**config.mk**
```make
export PLATFORM = sky130hd
export DESIGN_NAME = tcap_transaction_id_extractor_unit
export DESIGN_NICKNAME = d
export VERILOG_FILES = /design/src/design/tcap_tie_pkg.sv /design/src/design/tcap_transaction_id_extractor_unit.sv
export SDC_FILE = /design/constraint.sdc
export NUM_CORES = 1
export LEC_CHECK = 0
export ABC_AREA = 1
export BUFFER_PORTS_ARGS = -buffer_cell sky130_fd_sc_hd__buf_4
export CAP_MARGIN = 40
export CORE_MARGIN = 2
export CORE_UTILIZATION = 36
export CTS_CLUSTER_DIAMETER = 30
export CTS_CLUSTER_SIZE = 14
export DETAILED_ROUTE_END_ITERATION = 7
export GPL_TIMING_DRIVEN = 0
export SETUP_SLACK_MARGIN = 0.1
export SLEW_MARGIN = 10
export SYNTH_ARGS = -nofsm -noshare
export SYNTH_HDL_FRONTEND = slang
export SYNTH_SLANG_ARGS = --single-unit
```
**constraint.sdc**
```tcl
create_clock -name i_clk -period 4.9 [get_ports i_clk]
set_input_delay 0.98 -clock i_clk [delete_from_list [all_inputs] [get_ports i_clk]]
set_output_delay 0.98 -clock i_clk [all_outputs]
set_load 0.01 [all_outputs]
```
**src/design/tcap_tie_pkg.sv**
```systemverilog
// shared types and constants for the tcap transaction id extractor
package tcap_tie_pkg;

    localparam logic [7:0] BYTE_BEGIN    = 8'h62;
    localparam logic [7:0] BYTE_ABORT    = 8'h65;
    localparam logic [7:0] BYTE_END      = 8'h64;
    localparam logic [7:0] BYTE_CONTINUE = 8'h67;
    localparam logic [7:0] TAG_ORIG_ID   = 8'h48;
    localparam logic [7:0] TAG_DEST_ID   = 8'h49;
    localparam logic [6:0] LEN_MASK      = 7'h7F;
    localparam logic [15:0] SCAN_LIMIT_RESET = 16'd512;

    localparam logic [2:0] TYPE_UNKNOWN  = 3'd0;
    localparam logic [2:0] TYPE_BEGIN    = 3'd1;
    localparam logic [2:0] TYPE_ABORT    = 3'd2;
    localparam logic [2:0] TYPE_END      = 3'd3;
    localparam logic [2:0] TYPE_CONTINUE = 3'd4;

    localparam logic REG_SCAN_LIMIT = 1'b0;

    typedef enum logic [2:0] {
        PH_TYPE,
        PH_OLEN,
        PH_OLEN_MORE,
        PH_TAG,
        PH_LEN,
        PH_LEN_MORE,
        PH_VALUE
    } t_phase;

    typedef struct packed {
        logic [7:0] in_byte;
        logic       last_byte;
    } t_in_req;

    typedef struct packed {
        logic [2:0]  msg_type;
        logic [31:0] orig_id;
        logic [31:0] dest_id;
        logic        id_missing;
    } t_out_res;

endpackage

```
**src/design/tcap_transaction_id_extractor_unit.sv**
```systemverilog
// tcap transaction id extractor: byte-serial ber tlv walker with one result per message
//
// usage
//   input channel: one message byte per request with a last-byte flag, valid/ready
//   output channel: one result per message (type, origin id, destination id,
//     missing-id flag), valid/ready, issued for the request that carries last_byte
//   config: apb-style port, scan_limit at byte address 0, writes while idle
// timing
//   one request per cycle sustained while no result waits unaccepted; every byte
//   is parsed in the cycle it is accepted by the tlv state machine, so the result
//   register is loaded at the edge that accepts the last byte and shows in the
//   following cycle
// reset
//   synchronous active-low reset clears the parser, the held ids and the output
//   valid, and sets scan_limit to 512
// stall
//   a waiting result holds in the output register; a new byte is still taken
//   while the receiver takes the result in the same cycle, otherwise input
//   ready drops until the result leaves
module tcap_transaction_id_extractor_unit (
    input  logic                     i_clk,
    input  logic                     i_rst_n,
    input  logic                     i_in_valid,
    output logic                     o_in_ready,
    input  tcap_tie_pkg::t_in_req    i_in_data,
    output logic                     o_out_valid,
    input  logic                     i_out_ready,
    output tcap_tie_pkg::t_out_res   o_out_data,
    input  logic                     psel,
    input  logic                     penable,
    input  logic                     pwrite,
    input  logic [2:0]               paddr,
    input  logic [31:0]              pwdata,
    output logic [31:0]              prdata,
    output logic                     pready
);
    import tcap_tie_pkg::*;

    localparam logic [16:0] POS_SAT = 17'h10000;

    logic [15:0] r_scan_limit;
    logic [16:0] r_pos,       n_pos;
    t_phase      r_phase,     n_phase;
    logic        r_stopped,   n_stopped;
    logic [7:0]  r_tag,       n_tag;
    logic [31:0] r_len_acc,   n_len_acc;
    logic [2:0]  r_len_left,  n_len_left;
    logic [30:0] r_val_left,  n_val_left;
    logic        r_is_id,     n_is_id;
    logic [31:0] r_id_acc,    n_id_acc;
    logic [31:0] r_orig,      n_orig;
    logic [31:0] r_dest,      n_dest;
    logic [2:0]  r_type,      n_type;
    logic        r_out_valid;
    t_out_res    r_out_data,  n_out_data;

    logic        in_fire;
    logic        cfg_write;
    logic [7:0]  b;
    logic [31:0] more_acc;
    logic [6:0]  lf_count;
    logic        len_short;

    assign in_fire    = i_in_valid && o_in_ready;
    assign o_in_ready = !r_out_valid || i_out_ready;
    assign b          = i_in_data.in_byte;
    assign more_acc   = {r_len_acc[23:0], b};
    assign lf_count   = b[6:0] & LEN_MASK;
    assign len_short  = !b[7];

    assign cfg_write = psel && penable && pwrite && pready;
    assign pready    = 1'b1;
    assign prdata    = (paddr[2] == REG_SCAN_LIMIT) ? {16'd0, r_scan_limit} : 32'd0;

    // phase sequencing
    always_comb begin
        n_phase = r_phase;
        if (in_fire) begin
            if (i_in_data.last_byte) begin
                n_phase = PH_TYPE;
            end else if (!r_stopped) begin
                case (r_phase)
                    PH_TYPE: begin
                        if (b == BYTE_BEGIN || b == BYTE_ABORT || b == BYTE_END ||
                            b == BYTE_CONTINUE) begin
                            n_phase = PH_OLEN;
                        end
                    end
                    PH_OLEN: begin
                        if (len_short) begin
                            n_phase = PH_TAG;
                        end else if (lf_count != 7'd0 && lf_count <= 7'd4) begin
                            n_phase = PH_OLEN_MORE;
                        end
                    end
                    PH_LEN: begin
                        if (len_short) begin
                            n_phase = (b == 8'd0) ? PH_TAG : PH_VALUE;
                        end else if (lf_count != 7'd0 && lf_count <= 7'd4) begin
                            n_phase = PH_LEN_MORE;
                        end
                    end
                    PH_OLEN_MORE: begin
                        if (r_len_left == 3'd1 && !more_acc[31]) begin
                            n_phase = PH_TAG;
                        end
                    end
                    PH_LEN_MORE: begin
                        if (r_len_left == 3'd1 && !more_acc[31]) begin
                            n_phase = (more_acc == 32'd0) ? PH_TAG : PH_VALUE;
                        end
                    end
                    PH_TAG: begin
                        if (r_pos < {1'b0, r_scan_limit}) begin
                            n_phase = PH_LEN;
                        end
                    end
                    PH_VALUE: begin
                        if (r_val_left == 31'd1) begin
                            n_phase = PH_TAG;
                        end
                    end
                    default: n_phase = PH_TYPE;
                endcase
            end
        end
    end

    // datapath and result
    always_comb begin
        n_pos      = r_pos;
        n_stopped  = r_stopped;
        n_tag      = r_tag;
        n_len_acc  = r_len_acc;
        n_len_left = r_len_left;
        n_val_left = r_val_left;
        n_is_id    = r_is_id;
        n_id_acc   = r_id_acc;
        n_orig     = r_orig;
        n_dest     = r_dest;
        n_type     = r_type;
        n_out_data = r_out_data;
        if (in_fire) begin
            n_pos = (r_pos == POS_SAT) ? r_pos : r_pos + 17'd1;
            if (!r_stopped) begin
                case (r_phase)
                    PH_TYPE: begin
                        case (b)
                            BYTE_BEGIN:    n_type = TYPE_BEGIN;
                            BYTE_ABORT:    n_type = TYPE_ABORT;
                            BYTE_END:      n_type = TYPE_END;
                            BYTE_CONTINUE: n_type = TYPE_CONTINUE;
                            default: begin
                                n_type    = TYPE_UNKNOWN;
                                n_stopped = 1'b1;
                            end
                        endcase
                    end
                    PH_OLEN, PH_LEN: begin
                        if (len_short) begin
                            n_len_acc = {24'd0, b};
                            if (r_phase == PH_LEN) begin
                                n_id_acc   = 32'd0;
                                n_val_left = {23'd0, b};
                                n_is_id    = (r_tag == TAG_ORIG_ID || r_tag == TAG_DEST_ID) &&
                                             b >= 8'd1 && b <= 8'd4;
                            end
                        end else if (lf_count == 7'd0 || lf_count > 7'd4) begin
                            n_stopped = 1'b1;
                        end else begin
                            n_len_acc  = 32'd0;
                            n_len_left = lf_count[2:0];
                        end
                    end
                    PH_OLEN_MORE, PH_LEN_MORE: begin
                        n_len_acc  = more_acc;
                        n_len_left = r_len_left - 3'd1;
                        if (r_len_left == 3'd1) begin
                            if (more_acc[31]) begin
                                n_stopped = 1'b1;
                            end else if (r_phase == PH_LEN_MORE) begin
                                n_id_acc   = 32'd0;
                                n_val_left = more_acc[30:0];
                                n_is_id    = (r_tag == TAG_ORIG_ID || r_tag == TAG_DEST_ID) &&
                                             more_acc >= 32'd1 && more_acc <= 32'd4;
                            end
                        end
                    end
                    PH_TAG: begin
                        if (r_pos >= {1'b0, r_scan_limit}) begin
                            n_stopped = 1'b1;
                        end else begin
                            n_tag = b;
                        end
                    end
                    PH_VALUE: begin
                        if (r_is_id) begin
                            n_id_acc = {r_id_acc[23:0], b};
                        end
                        n_val_left = r_val_left - 31'd1;
                        if (r_val_left == 31'd1 && r_is_id) begin
                            if (r_tag == TAG_ORIG_ID) begin
                                n_orig = {r_id_acc[23:0], b};
                            end else begin
                                n_dest = {r_id_acc[23:0], b};
                            end
                        end
                    end
                    default: n_stopped = 1'b1;
                endcase
            end
            if (i_in_data.last_byte) begin
                // short message or unknown type reports all zero
                if (r_pos == 17'd0 || n_type == TYPE_UNKNOWN) begin
                    n_out_data.msg_type   = TYPE_UNKNOWN;
                    n_out_data.orig_id    = 32'd0;
                    n_out_data.dest_id    = 32'd0;
                    n_out_data.id_missing = 1'b0;
                end else begin
                    n_out_data.msg_type   = n_type;
                    n_out_data.orig_id    = n_orig;
                    n_out_data.dest_id    = n_dest;
                    n_out_data.id_missing = (n_type == TYPE_BEGIN) ? (n_orig == 32'd0)
                                                                   : (n_dest == 32'd0);
                end
                n_pos      = 17'd0;
                n_stopped  = 1'b0;
                n_tag      = 8'd0;
                n_len_acc  = 32'd0;
                n_len_left = 3'd0;
                n_val_left = 31'd0;
                n_is_id    = 1'b0;
                n_id_acc   = 32'd0;
                n_orig     = 32'd0;
                n_dest     = 32'd0;
                n_type     = TYPE_UNKNOWN;
            end
        end
    end

    always_ff @(posedge i_clk) begin
        if (!i_rst_n) begin
            r_scan_limit <= SCAN_LIMIT_RESET;
            r_pos        <= 17'd0;
            r_phase      <= PH_TYPE;
            r_stopped    <= 1'b0;
            r_tag        <= 8'd0;
            r_len_acc    <= 32'd0;
            r_len_left   <= 3'd0;
            r_val_left   <= 31'd0;
            r_is_id      <= 1'b0;
            r_id_acc     <= 32'd0;
            r_orig       <= 32'd0;
            r_dest       <= 32'd0;
            r_type       <= TYPE_UNKNOWN;
            r_out_valid  <= 1'b0;
        end else begin
            if (cfg_write && paddr[2] == REG_SCAN_LIMIT) begin
                r_scan_limit <= pwdata[15:0];
            end
            r_pos      <= n_pos;
            r_phase    <= n_phase;
            r_stopped  <= n_stopped;
            r_tag      <= n_tag;
            r_len_acc  <= n_len_acc;
            r_len_left <= n_len_left;
            r_val_left <= n_val_left;
            r_is_id    <= n_is_id;
            r_id_acc   <= n_id_acc;
            r_orig     <= n_orig;
            r_dest     <= n_dest;
            r_type     <= n_type;
            if (in_fire && i_in_data.last_byte) begin
                r_out_valid <= 1'b1;
            end else if (i_out_ready) begin
                r_out_valid <= 1'b0;
            end
        end
    end

    always_ff @(posedge i_clk) begin
        r_out_data <= n_out_data;
    end

    assign o_out_valid = r_out_valid;
    assign o_out_data  = r_out_data;

endmodule

```
==> flow_metrics.py <==
metrics = {
    "cells_and_area": {
        "drive_gt1_share_pct": 14.13,
        "stdcell_area_um2": 17730,
        "regArea_um2": 5966,
        "final_nets": 2189,
        "final.fill_count": 3707,
        "syn_to_final_growth_pct": 29.40,
        "multi_input_area_um2": 6254,
        "antenna-diode-count": 0,
    },
    "yosys": {
        "synth.top_cell.area_share_pct": 28.64,
        "synth_fa_ha_area_share_pct": 2.009,
        "synth_warnings": 0,
        "syn_area_um2": 13700,
        "synth-simple-area-share_pct": 26.64,
        "synthTopCellsByCount": "nand2_1, inv_1, nor2_1, dfxtp_1, a21oi_1",
        "yosys.area_share.xor_xnor_pct": 1.151,
        "synth.most_common_cell": "nand2_1",
        "avgSynthCellArea_um2": 7.176,
        "synthesis.instances": 1909,
        "synth_area_leader_cell": "dfxtp_1",
        "synthTopCellsByArea": "dfxtp_1, edfxtp_1, nand2_1",
        "synthArstFlopShare_pct": 0,
        "synthMuxAreaShare_pct": 0,
        "synth_ff_type": "dfxtp_1",
        "synth-seq-area-share_pct": 43.55,
        "synth_top_family_by_area": "simple AND/OR/NAND/NOR gates",
        "synth-compound-area-share_pct": 15.33,
        "ys_seq_elements": 264,
        "synth_edf_count": 68,
        "ys_types": 46,
    },
    "worst_hold_path": {
        "hold-path-endpoint": "r_orig[7]",
        "hp-start": "r_orig[7]",
        "holdPathStages": 2,
        "holdCritPathClass": "reg2reg",
    },
    "sta": {
        "finalCriticalPeriod_ns": 3.043,
        "grt_setup_unrepaired": "false",
        "fmax_ghz": 0.3286,
        "skew_ns": 0.02490,
        "tightest_slew_ns": 0.8299,
        "whs_ns": 0.4617,
        "finalMaxSlewViolations": 0,
        "slew_headroom_pct": 44.67,
        "period_share_pct": 62.11,
        "finalHoldViolCount": 0,
        "setup_viol": 0,
    },
    "global_routing": {
        "grt_pass1_vias": 12760,
        "grtUsageTotal_pct": 22.57,
        "grt_max_degree": 34,
        "grt_remaining_overflow": 0,
        "grt_antenna_before_repair": 0,
        "grt_pass1_wl_mm": 69.98,
    },
    "floorplan": {
        "rows": 71,
        "die_w_um": 199.1,
        "io_pins": 154,
        "die-area_um2": 39630,
        "coreArea_um2": 37580,
        "floorplan.initialDensity_pct": 36.45,
        "fp.dieH_um": 199.1,
    },
    "routing": {
        "wl_per_cell_um": 16.51,
        "dr.max_layer_used": "met4",
        "drt-total-wl_mm": 44.31,
        "vias_per_cell": 5.039,
        "route.met2.wl_mm": 20.45,
        "dr.pass1.iters": 5,
        "drt_iter0_drc": 1153,
        "met3_length_mm": 2.768,
        "route.detailed.drc": 0,
        "vias": 13530,
        "antenna_left": 0,
        "met1_length_mm": 19.09,
    },
    "clock_network": {
        "clk_pin_slew_ns": 0.04,
        "cts_setup_buffers": 0,
        "cts_buffer_depth": 3,
        "cts_resized": 0,
        "cts_hold_buffers": 0,
        "cts_made_buffers": 72,
        "cts_htree_levels": 3,
        "clock_sinks": 264,
        "cts_tree": "yes",
        "clock_latency_ns": 0.58,
        "ctsRootBufferMaster": "clkbuf_16",
    },
    "flow_run": {
        "cap_violations": 0,
    },
    "pwr": {
        "p_sw_mw": 2.263,
        "pwr-share-seq_pct": 30.1,
        "ir_drop_mv": 0.2236,
        "power_frac_comb_pct": 13.5,
        "swShare_pct": 27.87,
        "p_per_area_nw_per_um2": 458.1,
        "leakage_nw": 7.617,
        "intPower_mw": 5.857,
        "pwr-share-clk_pct": 56.3,
    },
    "setup_path": {
        "critPathMostFrequentCell": "nor2_1",
        "worst_setup_path_start_kind": "input port",
        "path_cells": "buf_2 > inv_1 > nand4_1 > nor2_1 > nand2_1 > nor2_1 > nor2_1 > a31oi_1 > inv_1 > buf_2 > buf_1 > nor2_1",
        "end_kind": "flop",
        "critical_path_arrival_ns": 3.35,
        "r2r_cells": 13,
        "rrSetupSlack_ns": 1.99,
        "critPathMaxFanout": 10,
        "cp_data_required_time_ns": 5.20,
        "path_class": "in2reg",
        "slowest_stage": "buf_2",
        "r2r-start": "r_val_left[22]",
        "reg2reg_to": "o_out_data[0]",
        "cp_slowest_stage_delay_ns": 0.40,
    },
    "place": {
        "port_buffers": 116,
        "dp_hpwl_mm": 32.95,
        "gp_congestion": 0.9339,
        "dpl_cell_area_um2": 15310,
    },
    "outcome": {
        "status": "complete, no violations",
    },
}
==> power by group through the flow <==
stage / registers (mW) / clock network [mW] / logic [mW]
global route: 2.46 / 4.77 / 1.21
global placement: 2.48 / 0 / 1.06
detailed placement: 2.48 / 0 / 1.08
finish: 2.45 / 4.58 / 1.10
CTS: 2.44 / 4.63 / 1.08
floorplan: 2.45 / 0 / 0.736
==> cell usage in the layout, fill, tap and decap left out, types with 15 or more instances in the layout <==
master / count
a31oi_1: 15
buf_4: 138
clkbuf_1: 75
edfxtp_1: 68
dfxtp_1: 196
o22ai_1: 20
buf_2: 24
conb_1: 17
nor3_1: 26
nand3_1: 76
a211oi_1: 41
clkbuf_16: 76
nand2_1: 417
nor2_1: 232
a21oi_1: 194
inv_1: 258
nand4_1: 63
ha_1: 22
o21ai_0: 73
o21ai_1: 17
==> flip-flops by register name, summed over array words and instances, names as in the netlist <==
register      count
o_out_data       68
o_out_valid       1
r_dest           32
r_id_acc         24
r_is_id           1
r_len_acc        24
r_len_left        3
r_orig           32
r_phase           3
r_pos            17
r_scan_limit     16
r_stopped         1
r_tag             8
r_type            3
r_val_left       31
==> routing by layer <==
layer | vias to the layer above | global-route usage [%]
li1 | 6699 | -
met1 | 6268 | 28.44
met2 | 441 | 36.60
met3 | 118 | 4.861
met4 | 0 | 11.08
met5 | - | 0
==> kinds of logic (layout without fill, tap and decap cells) <==
kind of cell	after synthesis	count (layout)
AND/OR/NAND/NOR	854	854
AO/OA/AOI/OAI	376	376
buffers and inverters	373	622
flip-flops	264	264
adder cells (fa/ha/maj)	22	22
XOR/XNOR	18	18
other	2	17
==> worst max-delay path, delay by kind of cell <==
| kind | cells | cell delay [ns] |
|---|---|---|
| buffers and inverters | 5 | 1.61 |
| AND/OR/NAND/NOR | 6 | 0.62 |
| AO/OA/AOI/OAI | 1 | 0.11 |
==> worst max-delay path by stage <==
stage	cells after the start	endpoint	slack (ns)	startpoint
6_report	12	o_out_data[62]	1.86	i_in_data[8]
5_1_grt	12	o_out_data[63]	1.70	i_in_data[8]
4_1_cts	12	o_out_data[62]	1.93	i_in_data[8]
3_5_place_dp	12	o_out_data[62]	1.32	i_in_data[8]
3_3_place_gp	10	r_tag[4]	-0.36	i_out_ready
2_1_floorplan	9	r_tag[0]	0.93	i_out_ready
==> layout make-up <==
type	instances	area share [%]
Tap cell	511	3.607
Multi-Input combinational cell	1287	35.28
Inverter	260	5.506
Clock buffer	100	11.75
Sequential cell	264	33.66
Clock inverter	31	1.871
Timing Repair Buffer	118	5.139
Buffer	113	3.198
==> stage by stage <==
stage | instances | TNS (ns) | total power, mW | setup slack (ns) | utilization (%)
final | 2684 | 0 | 8.120 | 1.857 | 47.17
after global routing | 2684 | 0 | 8.430 | 1.701 | 47.17
after CTS | 2684 | 0 | 8.155 | 1.926 | 47.17
after detailed placement | 2553 | 0 | 3.555 | 1.321 | 40.75
after global placement | 2551 | -3.871 | 3.544 | -0.3560 | 40.63
after floorplan | 1924 | 0 | 3.191 | 0.9313 | -
Power figures use the tool's default switching activity.
